[config.mk]
export PLATFORM = sky130hd
export DESIGN_NAME = per_cell_delayed_decision_queue
export DESIGN_NICKNAME = d
export VERILOG_FILES = /design/src/rtl/core/pcdq_pkg.sv /design/src/rtl/core/per_cell_delayed_decision_queue.sv /design/src/rtl/core/pcdq_ram.sv
export SDC_FILE = /design/constraint.sdc
export NUM_CORES = 2
export LEC_CHECK = 0
export ABC_AREA = 1
export ABC_CLOCK_PERIOD_IN_PS = 7200
export BUFFER_PORTS_ARGS = -buffer_cell sky130_fd_sc_hd__buf_4
export CAP_MARGIN = 15
export CORE_MARGIN = 1
export CORE_UTILIZATION = 55
export CTS_CLUSTER_DIAMETER = 100
export DETAILED_ROUTE_END_ITERATION = 6
export GPL_TIMING_DRIVEN = 0
export PLACE_DENSITY = 0.68
export SLEW_MARGIN = 20
export SYNTH_ARGS = -nofsm -noshare
export SYNTH_HDL_FRONTEND = slang
export SYNTH_HIERARCHICAL = 1
export SYNTH_SLANG_ARGS = --single-unit
[constraint.sdc]
create_clock -name clk_i -period 7.2 [get_ports clk_i]
set_input_delay 1.44 -clock clk_i [delete_from_list [all_inputs] [get_ports clk_i]]
set_output_delay 1.44 -clock clk_i [all_outputs]
set_load 0.05 [all_outputs]
[src/rtl/core/pcdq_pkg.sv]
// Package for the per-cell delayed decision queue.
// Holds command and sequencer state codes, field widths and register indexes.
// No dependencies.
package pcdq_pkg;

  localparam int unsigned CMD_W     = 3;
  localparam int unsigned CELLREQ_W = 2;
  localparam int unsigned DELAY_W   = 16;
  localparam int unsigned OUT_W     = 8;
  localparam int unsigned PADDR_W   = 3;
  localparam int unsigned PDATA_W   = 32;
  localparam int unsigned DIR_IDX_W = 2;

  localparam int unsigned DIRECT_FIRST = 1;
  localparam int unsigned DIRECT_LAST  = 3;

  localparam logic REG_CHANNEL_DELAY = 1'b0;

  typedef enum logic [CMD_W-1:0] {
    CMD_PUSH   = 3'd0,
    CMD_TAKE   = 3'd1,
    CMD_PEEK   = 3'd2,
    CMD_FRONT  = 3'd3,
    CMD_DIRECT = 3'd4
  } cmd_e;

  typedef enum logic [3:0] {
    ST_IDLE,
    ST_PUSH,
    ST_PR_RD0,
    ST_PR_CHK0,
    ST_PR_RD1,
    ST_PR_CHK1,
    ST_WK_RD,
    ST_WK_CHK,
    ST_FR_RD,
    ST_FR_CHK,
    ST_DONE
  } state_e;

endpackage

[src/rtl/core/per_cell_delayed_decision_queue.sv]
// Per-cell delayed decision queue: one timestamped FIFO of decision bits per cell.
// A push stores the entry, then prunes expired head entries once the fill reaches PRUNE_AT;
// take and peek walk the due entries; front peek reads the head entry; a direct query walks
// cells 1 to 3 in turn; an unknown command returns a result with every field zero.
// One transaction at a time: the next is accepted once the result is registered,
// and a stalled result holds the sequencer. Reset (rst_ni low, async) empties every queue.
module per_cell_delayed_decision_queue #(
  parameter int unsigned NUM_CELLS   = 4,
  parameter int unsigned QUEUE_DEPTH = 16,
  parameter int unsigned PRUNE_AT    = 10,
  parameter int unsigned TIME_BITS   = 32
) (
  input  logic                                clk_i,
  input  logic                                rst_ni,
  // cmd[2:0], cell_req[4:3], now[TIME_BITS+4:5], decision_in[TIME_BITS+5], zero fill
  input  logic [((TIME_BITS+13)/8)*8-1:0]     s_axis_tdata,
  input  logic                                s_axis_tvalid,
  output logic                                s_axis_tready,
  // decision_out[0], found[1], direct_index[3:2], dual[4], overflow[5], zero fill
  output logic [pcdq_pkg::OUT_W-1:0]          m_axis_tdata,
  output logic                                m_axis_tvalid,
  input  logic                                m_axis_tready,
  input  logic                                psel,
  input  logic                                penable,
  input  logic                                pwrite,
  input  logic [pcdq_pkg::PADDR_W-1:0]        paddr,
  input  logic [pcdq_pkg::PDATA_W-1:0]        pwdata,
  output logic [pcdq_pkg::PDATA_W-1:0]        prdata,
  output logic                                pready
);

  localparam int unsigned CELL_W = $clog2(NUM_CELLS);
  localparam int unsigned SLOT_W = $clog2(QUEUE_DEPTH);
  localparam int unsigned CNT_W  = $clog2(QUEUE_DEPTH + 1);
  localparam int unsigned ADDR_W = CELL_W + SLOT_W;
  localparam int unsigned ENT_W  = TIME_BITS + 1;
  localparam int unsigned SUM_W  =
    ((TIME_BITS > pcdq_pkg::DELAY_W) ? TIME_BITS : pcdq_pkg::DELAY_W) + 1;
  localparam int unsigned NOW_LO = pcdq_pkg::CMD_W + pcdq_pkg::CELLREQ_W;
  localparam int unsigned BIT_POS = NOW_LO + TIME_BITS;

  function automatic logic [SLOT_W-1:0] next_slot(input logic [SLOT_W-1:0] s);
    next_slot = (s == SLOT_W'(QUEUE_DEPTH - 1)) ? '0 : s + SLOT_W'(1);
  endfunction

  pcdq_pkg::state_e state_q, state_d;
  pcdq_pkg::cmd_e   cmd_q, cmd_d;
  logic [CELL_W-1:0]    cell_q, cell_d;
  logic [TIME_BITS-1:0] now_q, now_d;
  logic [TIME_BITS-1:0] rel_q, rel_d;
  logic                 bit_q, bit_d;
  logic [SLOT_W-1:0]    w_head_q, w_head_d;
  logic [CNT_W-1:0]     w_cnt_q, w_cnt_d;
  logic                 res_q, res_d;
  logic                 dec_q, dec_d;
  logic                 found_q, found_d;
  logic [pcdq_pkg::DIR_IDX_W-1:0] idx_q, idx_d;
  logic                 dual_q, dual_d;
  logic                 ovf_q, ovf_d;
  logic                 mvalid_q, mvalid_d;
  logic [pcdq_pkg::OUT_W-1:0] mdata_q, mdata_d;
  logic [pcdq_pkg::DELAY_W-1:0] delay_q;

  logic [SLOT_W-1:0] head_q [NUM_CELLS];
  logic [SLOT_W-1:0] head_d [NUM_CELLS];
  logic [CNT_W-1:0]  cnt_q  [NUM_CELLS];
  logic [CNT_W-1:0]  cnt_d  [NUM_CELLS];

  logic              mem_we;
  logic [ADDR_W-1:0] mem_waddr;
  logic [ENT_W-1:0]  mem_wdata;
  logic [ADDR_W-1:0] mem_raddr;
  logic [ENT_W-1:0]  mem_rdata;

  logic [TIME_BITS-1:0] rd_time;
  logic                 rd_bit;
  logic                 in_accept;
  logic [pcdq_pkg::CMD_W-1:0] in_cmd;
  logic [CELL_W-1:0]    in_cell;
  logic [CELL_W-1:0]    walk_cell;
  logic [TIME_BITS-1:0] in_now;
  logic [SUM_W-1:0]     rel_sum;
  logic [SLOT_W-1:0]    cur_head;
  logic [SLOT_W-1:0]    cur_head_nx;
  logic [CNT_W-1:0]     cur_cnt;
  logic [CNT_W-1:0]     cnt_new;
  logic [SLOT_W:0]      slot_sum;
  logic [SLOT_W-1:0]    push_slot;
  logic                 walk_end;
  logic                 walk_res;
  logic [CELL_W-1:0]    cell_nx;
  logic                 cfg_we;

  pcdq_ram #(
    .ADDR_W (ADDR_W),
    .DATA_W (ENT_W)
  ) u_ram (
    .clk_i   (clk_i),
    .we_i    (mem_we),
    .waddr_i (mem_waddr),
    .wdata_i (mem_wdata),
    .raddr_i (mem_raddr),
    .rdata_o (mem_rdata)
  );

  assign rd_time = mem_rdata[TIME_BITS:1];
  assign rd_bit  = mem_rdata[0];

  assign s_axis_tready = (state_q == pcdq_pkg::ST_IDLE);
  assign in_accept     = s_axis_tvalid && s_axis_tready;
  assign in_cmd        = s_axis_tdata[pcdq_pkg::CMD_W-1:0];
  assign in_cell       = CELL_W'(s_axis_tdata[NOW_LO-1:pcdq_pkg::CMD_W]);
  assign in_now        = s_axis_tdata[BIT_POS-1:NOW_LO];
  assign walk_cell     = (in_cmd == pcdq_pkg::CMD_DIRECT) ?
                         CELL_W'(pcdq_pkg::DIRECT_FIRST) : in_cell;
  assign rel_sum       = SUM_W'(in_now) + SUM_W'(delay_q);

  assign cur_head    = head_q[cell_q];
  assign cur_head_nx = next_slot(cur_head);
  assign cur_cnt     = cnt_q[cell_q];
  assign slot_sum    = (SLOT_W+1)'(cur_head) + (SLOT_W+1)'(cur_cnt);
  assign push_slot   = (slot_sum >= (SLOT_W+1)'(QUEUE_DEPTH)) ?
                       SLOT_W'(slot_sum - (SLOT_W+1)'(QUEUE_DEPTH)) : SLOT_W'(slot_sum);
  assign cell_nx     = cell_q + CELL_W'(1);

  assign cfg_we = psel && penable && pwrite && pready;
  assign pready = 1'b1;
  assign prdata = (paddr[pcdq_pkg::PADDR_W-1] == pcdq_pkg::REG_CHANNEL_DELAY) ?
                  pcdq_pkg::PDATA_W'(delay_q) : '0;

  assign m_axis_tvalid = mvalid_q;
  assign m_axis_tdata  = mdata_q;

  always_comb begin
    state_d   = state_q;
    cmd_d     = cmd_q;
    cell_d    = cell_q;
    now_d     = now_q;
    rel_d     = rel_q;
    bit_d     = bit_q;
    w_head_d  = w_head_q;
    w_cnt_d   = w_cnt_q;
    res_d     = res_q;
    dec_d     = dec_q;
    found_d   = found_q;
    idx_d     = idx_q;
    dual_d    = dual_q;
    ovf_d     = ovf_q;
    mvalid_d  = mvalid_q;
    mdata_d   = mdata_q;
    head_d    = head_q;
    cnt_d     = cnt_q;
    mem_we    = 1'b0;
    mem_waddr = {cell_q, push_slot};
    mem_wdata = {rel_q, bit_q};
    mem_raddr = {cell_q, cur_head};
    walk_end  = 1'b0;
    walk_res  = res_q;
    cnt_new   = cur_cnt;

    if (mvalid_q && m_axis_tready) begin
      mvalid_d = 1'b0;
    end

    unique case (state_q)
      pcdq_pkg::ST_IDLE: begin
        if (in_accept) begin
          cmd_d    = pcdq_pkg::cmd_e'(in_cmd);
          cell_d   = walk_cell;
          now_d    = in_now;
          bit_d    = s_axis_tdata[BIT_POS];
          rel_d    = (|(rel_sum >> TIME_BITS)) ? '1 : rel_sum[TIME_BITS-1:0];
          w_head_d = head_q[walk_cell];
          w_cnt_d  = cnt_q[walk_cell];
          res_d    = 1'b0;
          dec_d    = 1'b0;
          found_d  = 1'b0;
          idx_d    = '0;
          dual_d   = 1'b0;
          ovf_d    = 1'b0;
          unique case (pcdq_pkg::cmd_e'(in_cmd))
            pcdq_pkg::CMD_PUSH:   state_d = pcdq_pkg::ST_PUSH;
            pcdq_pkg::CMD_TAKE,
            pcdq_pkg::CMD_PEEK,
            pcdq_pkg::CMD_DIRECT: state_d = pcdq_pkg::ST_WK_RD;
            pcdq_pkg::CMD_FRONT:  state_d = pcdq_pkg::ST_FR_RD;
            default:              state_d = pcdq_pkg::ST_DONE;
          endcase
        end
      end
      pcdq_pkg::ST_PUSH: begin
        if (cur_cnt >= CNT_W'(QUEUE_DEPTH)) begin
          ovf_d = 1'b1;
        end else begin
          mem_we         = 1'b1;
          cnt_new        = cur_cnt + CNT_W'(1);
          cnt_d[cell_q]  = cnt_new;
        end
        state_d = (32'(cnt_new) >= 32'(PRUNE_AT)) ? pcdq_pkg::ST_PR_RD0 : pcdq_pkg::ST_DONE;
      end
      pcdq_pkg::ST_PR_RD0: begin
        state_d = (cur_cnt < CNT_W'(2)) ? pcdq_pkg::ST_DONE : pcdq_pkg::ST_PR_CHK0;
      end
      pcdq_pkg::ST_PR_CHK0: begin
        state_d = (rd_time < now_q) ? pcdq_pkg::ST_PR_RD1 : pcdq_pkg::ST_DONE;
      end
      pcdq_pkg::ST_PR_RD1: begin
        mem_raddr = {cell_q, cur_head_nx};
        state_d   = (cur_cnt < CNT_W'(2)) ? pcdq_pkg::ST_DONE : pcdq_pkg::ST_PR_CHK1;
      end
      pcdq_pkg::ST_PR_CHK1: begin
        if (rd_time < now_q) begin
          head_d[cell_q] = cur_head_nx;
          cnt_d[cell_q]  = cur_cnt - CNT_W'(1);
          state_d        = pcdq_pkg::ST_PR_RD1;
        end else begin
          state_d = pcdq_pkg::ST_DONE;
        end
      end
      pcdq_pkg::ST_WK_RD: begin
        mem_raddr = {cell_q, w_head_q};
        if (w_cnt_q == '0) begin
          walk_end = 1'b1;
        end else begin
          state_d = pcdq_pkg::ST_WK_CHK;
        end
      end
      pcdq_pkg::ST_WK_CHK: begin
        mem_raddr = {cell_q, w_head_q};
        if (rd_time <= now_q) begin
          walk_res = rd_bit;
          if (w_cnt_q > CNT_W'(1)) begin
            w_head_d = next_slot(w_head_q);
            w_cnt_d  = w_cnt_q - CNT_W'(1);
            res_d    = rd_bit;
            state_d  = pcdq_pkg::ST_WK_RD;
          end else begin
            walk_end = 1'b1;
          end
        end else begin
          walk_end = 1'b1;
        end
      end
      pcdq_pkg::ST_FR_RD: begin
        state_d = (cur_cnt == '0) ? pcdq_pkg::ST_DONE : pcdq_pkg::ST_FR_CHK;
      end
      pcdq_pkg::ST_FR_CHK: begin
        dec_d   = rd_bit;
        state_d = pcdq_pkg::ST_DONE;
      end
      pcdq_pkg::ST_DONE: begin
        if (!mvalid_q || m_axis_tready) begin
          mvalid_d = 1'b1;
          mdata_d  = pcdq_pkg::OUT_W'({ovf_q, dual_q, idx_q, found_q, dec_q});
          state_d  = pcdq_pkg::ST_IDLE;
        end
      end
      default: state_d = pcdq_pkg::ST_IDLE;
    endcase

    if (walk_end) begin
      priority case (cmd_q)
        pcdq_pkg::CMD_TAKE: begin
          head_d[cell_q] = w_head_q;
          cnt_d[cell_q]  = w_cnt_q;
          dec_d          = walk_res;
          state_d        = pcdq_pkg::ST_DONE;
        end
        pcdq_pkg::CMD_DIRECT: begin
          if (walk_res) begin
            if (!found_q) begin
              found_d = 1'b1;
              idx_d   = pcdq_pkg::DIR_IDX_W'(cell_q - CELL_W'(pcdq_pkg::DIRECT_FIRST));
            end else begin
              dual_d = 1'b1;
            end
          end
          if (cell_q == CELL_W'(pcdq_pkg::DIRECT_LAST)) begin
            state_d = pcdq_pkg::ST_DONE;
          end else begin
            cell_d   = cell_nx;
            w_head_d = head_q[cell_nx];
            w_cnt_d  = cnt_q[cell_nx];
            res_d    = 1'b0;
            state_d  = pcdq_pkg::ST_WK_RD;
          end
        end
        default: begin
          dec_d   = walk_res;
          state_d = pcdq_pkg::ST_DONE;
        end
      endcase
    end
  end

  always_ff @(posedge clk_i or negedge rst_ni) begin
    if (!rst_ni) begin
      state_q  <= pcdq_pkg::ST_IDLE;
      mvalid_q <= 1'b0;
      delay_q  <= '0;
      for (int c = 0; c < NUM_CELLS; c++) begin
        head_q[c] <= '0;
        cnt_q[c]  <= '0;
      end
    end else begin
      state_q  <= state_d;
      mvalid_q <= mvalid_d;
      head_q   <= head_d;
      cnt_q    <= cnt_d;
      if (cfg_we && (paddr[pcdq_pkg::PADDR_W-1] == pcdq_pkg::REG_CHANNEL_DELAY)) begin
        delay_q <= pwdata[pcdq_pkg::DELAY_W-1:0];
      end
    end
  end

  always_ff @(posedge clk_i) begin
    cmd_q    <= cmd_d;
    cell_q   <= cell_d;
    now_q    <= now_d;
    rel_q    <= rel_d;
    bit_q    <= bit_d;
    w_head_q <= w_head_d;
    w_cnt_q  <= w_cnt_d;
    res_q    <= res_d;
    dec_q    <= dec_d;
    found_q  <= found_d;
    idx_q    <= idx_d;
    dual_q   <= dual_d;
    ovf_q    <= ovf_d;
    mdata_q  <= mdata_d;
  end

endmodule

[src/rtl/core/pcdq_ram.sv]
// Single-port-write, single-port-read entry store with registered read data.
// Holds the release time and decision bit of every queue slot of every cell.
// No dependencies.
module pcdq_ram #(
  parameter int unsigned ADDR_W = 6,
  parameter int unsigned DATA_W = 33
) (
  input  logic              clk_i,
  input  logic              we_i,
  input  logic [ADDR_W-1:0] waddr_i,
  input  logic [DATA_W-1:0] wdata_i,
  input  logic [ADDR_W-1:0] raddr_i,
  output logic [DATA_W-1:0] rdata_o
);

  logic [DATA_W-1:0] mem [2**ADDR_W];
  logic [DATA_W-1:0] rdata_q;

  always_ff @(posedge clk_i) begin
    if (we_i) begin
      mem[waddr_i] <= wdata_i;
    end
    rdata_q <= mem[raddr_i];
  end

  assign rdata_o = rdata_q;

endmodule

# == After elaboration in Yosys (flattened, before gate mapping) ==
# Memories as Yosys holds them, arrays and structs flattened. A register that Yosys moved wholly into a read port is not among the register bits.
# Cells that the tools add are included.
# totals
ram_bits,2112
rom_bits,0
reg_bits,149
memories,1
latchBits,0
out_inout_bits,43
# classes
n_addsub,10
shift,0
magnitude_cmp,11
n_mux,123
mul,0
reduce_logical,20
bitwise_logic,4
div,0
n_eq_ne,26
# memory_table
memory,depth,width,read_ports,rd_ports_with_merged_regs,write_ports,line_no,rtl
u_ram.mem,64,33,1,1,1,pcdq_ram.sv:16,logic [DATA_W-1:0] mem [2**ADDR_W];
# ops
op,n
2-to-1 mux 4 bit,28
2-to-1 mux 16 bit,5
2-to-1 mux 20 bit,4
2-to-1 mux 5 bit,15
bitwise mux 20 bit,3
one-hot mux 20 bit (2 select lines),1
one-hot mux 4 bit (10 select lines),1
2-to-1 mux 1 bit,35
adder 32 x 16 -> 33 bit,1
bitwise mux 16 bit,2
less-or-equal comparator 32 bit,1
< comparator 32 bit,1
binary-select mux 5 bit (select 2 bit),3
2-to-1 mux 2 bit,13
binary-select mux 4 bit (select 2 bit),3
"equality test 4 bit, second input constant",5
"equality test 4 x 3 -> 1 bit, second input constant",4
one-hot mux 4 bit (2 select lines),2
"!= test 3 bit, second input constant",4
one-hot mux 4 bit (3 select lines),1
demux 5 bit (select 2 bit),1
">= comparator 5 bit, second input constant",2
zero test 5 bit,2
one-hot mux 5 bit (2 select lines),1
other kinds (36),56

# == Logic depth before layout (Yosys ltp) ==
# logic_depth
depth_word,12
ltp_mapped,22

# == Cells and area by module ==
# The synthesis kept the hierarchy.
# by_module_without_submodules
mod,seq_area_each_um2,cells_each,area_per_inst_um2,instances
pcdq_ram,64081.5,6980,85714.7,1
per_cell_delayed_decision_queue,4018.9,1450,10570.1,1

# == Worst setup path after synthesis ==
# No wires, ideal clock.
# synth_path
kind,reg2reg
startpoint,register cell_q[0]
endpoint,"memory u_ram.mem[52][0], enable pin"
arrival_time_ps,5643
slack_ps,1050
period_less_slack_ps,6150
n_path_buf,2
path_stages_with_launch,13
path_cell_list,dfxtp_1 inv_2 clkbuf_1 a21oi_1 o21ai_0 nand2_1 ha_1 inv_1 fa_1 xnor2_1 clkbuf_1 inv_1 nor4_1
# synth_via
elab_cells_between_ends,16
# synth_rtl
item,line_no,rtl
from (decl),per_cell_delayed_decision_queue.sv:48,"logic [CELL_W-1:0] cell_q, cell_d;"
from (signal assigned),per_cell_delayed_decision_queue.sv:318,cell_q <= cell_d;
NOT 2 -> 3 bit (not written as such) *,"per_cell_delayed_decision_queue.sv:118, per_cell_delayed_decision_queue.sv:120",
binary-select mux 4 bit (select 2 bit) / binary-select mux 5 bit (select 2 bit) (equally long branches),"per_cell_delayed_decision_queue.sv:118, per_cell_delayed_decision_queue.sv:120",
2-to-1 mux 4 bit (not written as such) / 2-to-1 mux 5 bit (equally long branches) (2 in a row),"per_cell_delayed_decision_queue.sv:118, per_cell_delayed_decision_queue.sv:120",
adder 4 x 5 -> 5 bit *,per_cell_delayed_decision_queue.sv:121,assign slot_sum = (SLOT_W+1)'(cur_head) + (SLOT_W+1)'(cur_cnt);
subtractor 4 x 1 -> 4 bit / >= comparator 5 bit (equally long branches),"per_cell_delayed_decision_queue.sv:123, per_cell_delayed_decision_queue.sv:122",
2-to-1 mux 4 bit *,per_cell_delayed_decision_queue.sv:122,assign push_slot = (slot_sum >= (SLOT_W+1)'(QUEUE_DEPTH)) ?
named net push_slot[2],per_cell_delayed_decision_queue.sv:88,logic [SLOT_W-1:0] push_slot;
to (decl),pcdq_ram.sv:16,
# The timed path passes the listed nets; every way through them passes the cells marked *. The select of a mux whose other input is x is not followed.

# == Worst setup path in the final report ==
# layout_path
startpoint,register cell_q[0]
endpoint,"register u_ram.rdata_q[19], in the netlist u_ram/rdata_o[19], read port of u_ram.mem"
# layout_via
elab_chain_len,7
elab_cells_between_ends,8
# layout_lines
item,line_no,rtl
NOT 2 -> 3 bit (not written as such) *,per_cell_delayed_decision_queue.sv:118,assign cur_head = head_q[cell_q];
binary-select mux 4 bit (select 2 bit) *,per_cell_delayed_decision_queue.sv:118,
2-to-1 mux 4 bit (not written as such) * (2 in a row),per_cell_delayed_decision_queue.sv:118,
adder 4 x 1 -> 4 bit / equality test 4 bit (equally long branches),per_cell_delayed_decision_queue.sv:43,next_slot = (s == SLOT_W'(QUEUE_DEPTH - 1)) ? '0 : s + SLOT_W'(1);
2-to-1 mux 4 bit,per_cell_delayed_decision_queue.sv:43,
one-hot mux 4 bit (2 select lines) *,per_cell_delayed_decision_queue.sv:165,unique case (state_q)
named net mem_raddr[3],per_cell_delayed_decision_queue.sv:72,logic [ADDR_W-1:0] mem_raddr;
to (decl),pcdq_ram.sv:17,logic [DATA_W-1:0] rdata_q;
# Marks and branches as above.
# A chain may end at the register's enable or synchronous reset.

==> flow_summary.json <==
{
  "io_pins": 125,
  "grt_max_degree": 58,
  "place.gp.congestion": 1.018,
  "peakVddDrop_mv": 0.3507,
  "combPwrFrac": 0.522,
  "postCtsSetupRepairBufs": 0,
  "hold_path.class": "reg -> reg",
  "setup_ws_ps": 542.4,
  "outcome": "complete, no violations",
  "critPathArrivalTime_ps": 7450,
  "synth_top_family_by_area": "simple AND/OR/NAND/NOR gates",
  "tritoncts.num_buffers": 226,
  "synthAdderAreaFrac": 0.008603,
  "hpwl_um": 261000,
  "rows": 153,
  "antenna_left": 0,
  "htree_levels": 4,
  "area_delta_synth_final_pct": 17.27,
  "synth-xor-area-share": 0.001637,
  "postSynth.asyncResetShare": 0.02485,
  "cts.repair.resized": 0,
  "coreArea_um2": 173800,
  "slew_headroom": 0.09950,
  "synth_area_um2": 96280,
  "first_pass_iters": 6,
  "ys_seq_elements": 2294,
  "leakage_nw": 42.10,
  "antenna_found_initial": 24,
  "power_switching_mw": 28.62,
  "overflow": 0,
  "worstSetupPathType": "reg -> reg",
  "worstPathMaxFanout": 15,
  "vias_per_cell": 6.398,
  "drc_errors": 0,
  "worstPathRequired_ps": 7990,
  "maxCapViolCount": 0,
  "root_buffer": "clkbuf_16",
  "wl_per_cell_um": 31.47,
  "yosys.area_share.simple": 0.2237,
  "drtIter0Drc": 13394,
  "fin_crit_sh": 0.9247,
  "cp-start-kind": "register",
  "clk_latency_ps": 900,
  "fin_nets": 9212,
  "vias": 74188,
  "synth.avg_cell_area_um2": 11.42,
  "cpMostUsedCell": "nand2_1",
  "worst_slew_pin_slew_ps": 1351,
  "die_w_um": 420.4,
  "cp_slowest_cell": "dfxtp_2",
  "hold_buffers": 0,
  "syn-instance-count": 8430,
  "p_sw_frac": 0.4889,
  "maxSlewViolCount": 0,
  "fmaxAchievable_mhz": 150.2,
  "yosysWarnings": 6,
  "yosys-top-cells-area": "edfxtp_1 68%, nand3_1 11%, nand2_1 10%",
  "grt_pass1_wl_um": 501200,
  "synth_edf_count": 2187,
  "max_stage_delay_ps": 860,
  "rsz0062_at_grt": "false",
  "fin_tns_setup_ps": 0,
  "clk_pin_slew_worst_paths_ps": 60,
  "powerDensity_nw_per_um2": 518.4,
  "cts_buffer_depth": 3,
  "floorplan.initialDensity": 0.5539,
  "clock-sinks": 2294,
  "synthMuxAreaShare": 0,
  "tritoncts": "done",
  "clkPwrFrac": 0.205,
  "setup_viol_count_final": 0,
  "synth.largest_area_cell": "edfxtp_1",
  "finalHoldViolations": 0,
  "crit_path_cell_trace": "buf_2, buf_2, o21ai_0, nand2_1, nand3_1, o21ai_0, nand2_1, o211ai_1, buf_2, clkinv_1, buf_2, buf_1, nand3_1, nand3_1, nand2_1, nand2_1, nand2_1",
  "numPortBuffers": 84,
  "holdWs_ps": 421.1,
  "place_ws_ps": 1001,
  "synth.distinct_cells": 54,
  "track_usage": 0.4102,
  "grt_pass1_vias": 67665,
  "yosysSeqAreaShare": 0.7073,
  "p_int_mw": 29.92,
  "synth_compound_area_frac": 0.01785,
  "die_y_um": 420.4,
  "drive_gt1_frac": 0.1292,
  "fin_crit_ps": 6658,
  "fin_skew_ps": 53.09,
  "endpoint_kind": "register",
  "die_area_um2": 176700,
  "synth_top_area_share": 0.6821,
  "drt-total-wl_um": 364900,
  "ys.flop_type": "edfxtp_1",
  "seqPwrFrac": 0.274
}
Yosys cell counts, drive strengths merged (3+ instances only):
master     n
ha        63
nor4      10
o21a       3
dfrtp     57
edfxtp  2187
inv      230
a22oi      5
nor2     180
a21oi    111
o22ai      6
nand2   2682
clkbuf    99
nand4     19
nand3   2063
a21o       3
xor2      12
dfxtp     50
nor3      15
a32oi      6
o21ai    143
nand3b     3
o31ai      4
o211ai    19
or2       13
buf      421
xnor2      6
a221oi     3
layout by cell type (no fill, tap or decap), types with 99 or more instances in the layout:
cell type / netlist / final
nand2_1: 2674 / 2674
edfxtp_1: 2187 / 2187
nand3_1: 2062 / 2062
buf_2: 225 / 275
clkbuf_16: 0 / 234
inv_1: 223 / 223
buf_4: 68 / 178
clkbuf_1: 99 / 141
o21ai_0: 127 / 127
nor2_1: 172 / 116
a21oi_1: 111 / 111
buf_8: 4 / 99
kinds of logic after synthesis:
| kind of cell | count (synthesis) |
|---|---|
| other | 2 |
| AND/OR/NAND/NOR | 4986 |
| XOR/XNOR | 18 |
| adder cells (fa/ha/maj) | 65 |
| AO/OA/AOI/OAI | 313 |
| buffers and inverters | 752 |
| flip-flops | 2294 |
layer usage:
layer	vias to the layer above	routed length (um)	track usage
li1	30993	-	-
met1	35602	125100	0.5371
met2	6151	154800	0.5955
met3	1416	56130	0.1311
met4	26	28690	0.2532
met5	-	198	0
state kept, by name, indices dropped and copies added, names as in the netlist, 5 cells and up:
register       count
rel_q             32
w_cnt_q            5
cnt_q             20
u_ram/mem       2112
head_q            16
u_ram/rdata_o     33
delay_q           16
now_q             32
m_axis_tdata       6
worst paths after layout:
path                       cells after the start           endpoint      start  slack, ps
setup / recovery                              17  u_ram/rdata_o[19]  cell_q[0]        540
hold / removal                                 0    m_axis_tdata[5]      ovf_q        420
setup reg to reg                              17  u_ram/rdata_o[19]  cell_q[0]        540
hold reg to reg                                0    m_axis_tdata[5]      ovf_q        420
max in group asynchronous                      1          head_q[8]     rst_ni       5930
min in group asynchronous                      1           cnt_q[3]     rst_ni        670
layout make-up:
cell class	count	area [um2]
sequential	2294	68100
fill	13045	60910
multi-input combinational	5401	24780
clock buffer	287	6075
timing repair buffer	390	5698
buffer	520	3074
tap	2325	2909
clock inverter	135	1368
inverter	232	874.6
antenna	12	30.03
critical path: cells and delay by family (launching register included):
kind | cells | cell delay, ps
buffers and inverters | 6 | 2930
AND/OR/NAND/NOR | 8 | 1610
flip-flops | 1 | 860
AO/OA/AOI/OAI | 3 | 1120
stage by stage:
step                      power [mW]  instance area (um2)    util  instances
after floorplan                31.99                96350       -       8447
after global placement         43.69                99890  0.5747      10856
after detailed placement       44.78               105400  0.6066      11161
after CTS                      56.68               112900  0.6494      11583
after global routing           59.77               112900  0.6494      11585
final                          58.53               112900  0.6496      11596
power groups by stage:
stage / sequential (mW) / combinational (mW) / clock, mW
after floorplan: 16.4 / 15.6 / 0
final: 16.0 / 30.5 / 12.0
after global routing: 16.0 / 31.2 / 12.5
after detailed placement: 16.3 / 28.5 / 0
after global placement: 17.1 / 26.6 / 0
after CTS: 16.0 / 28.7 / 12.0
Note: power is estimated with default switching activity, not from simulation.
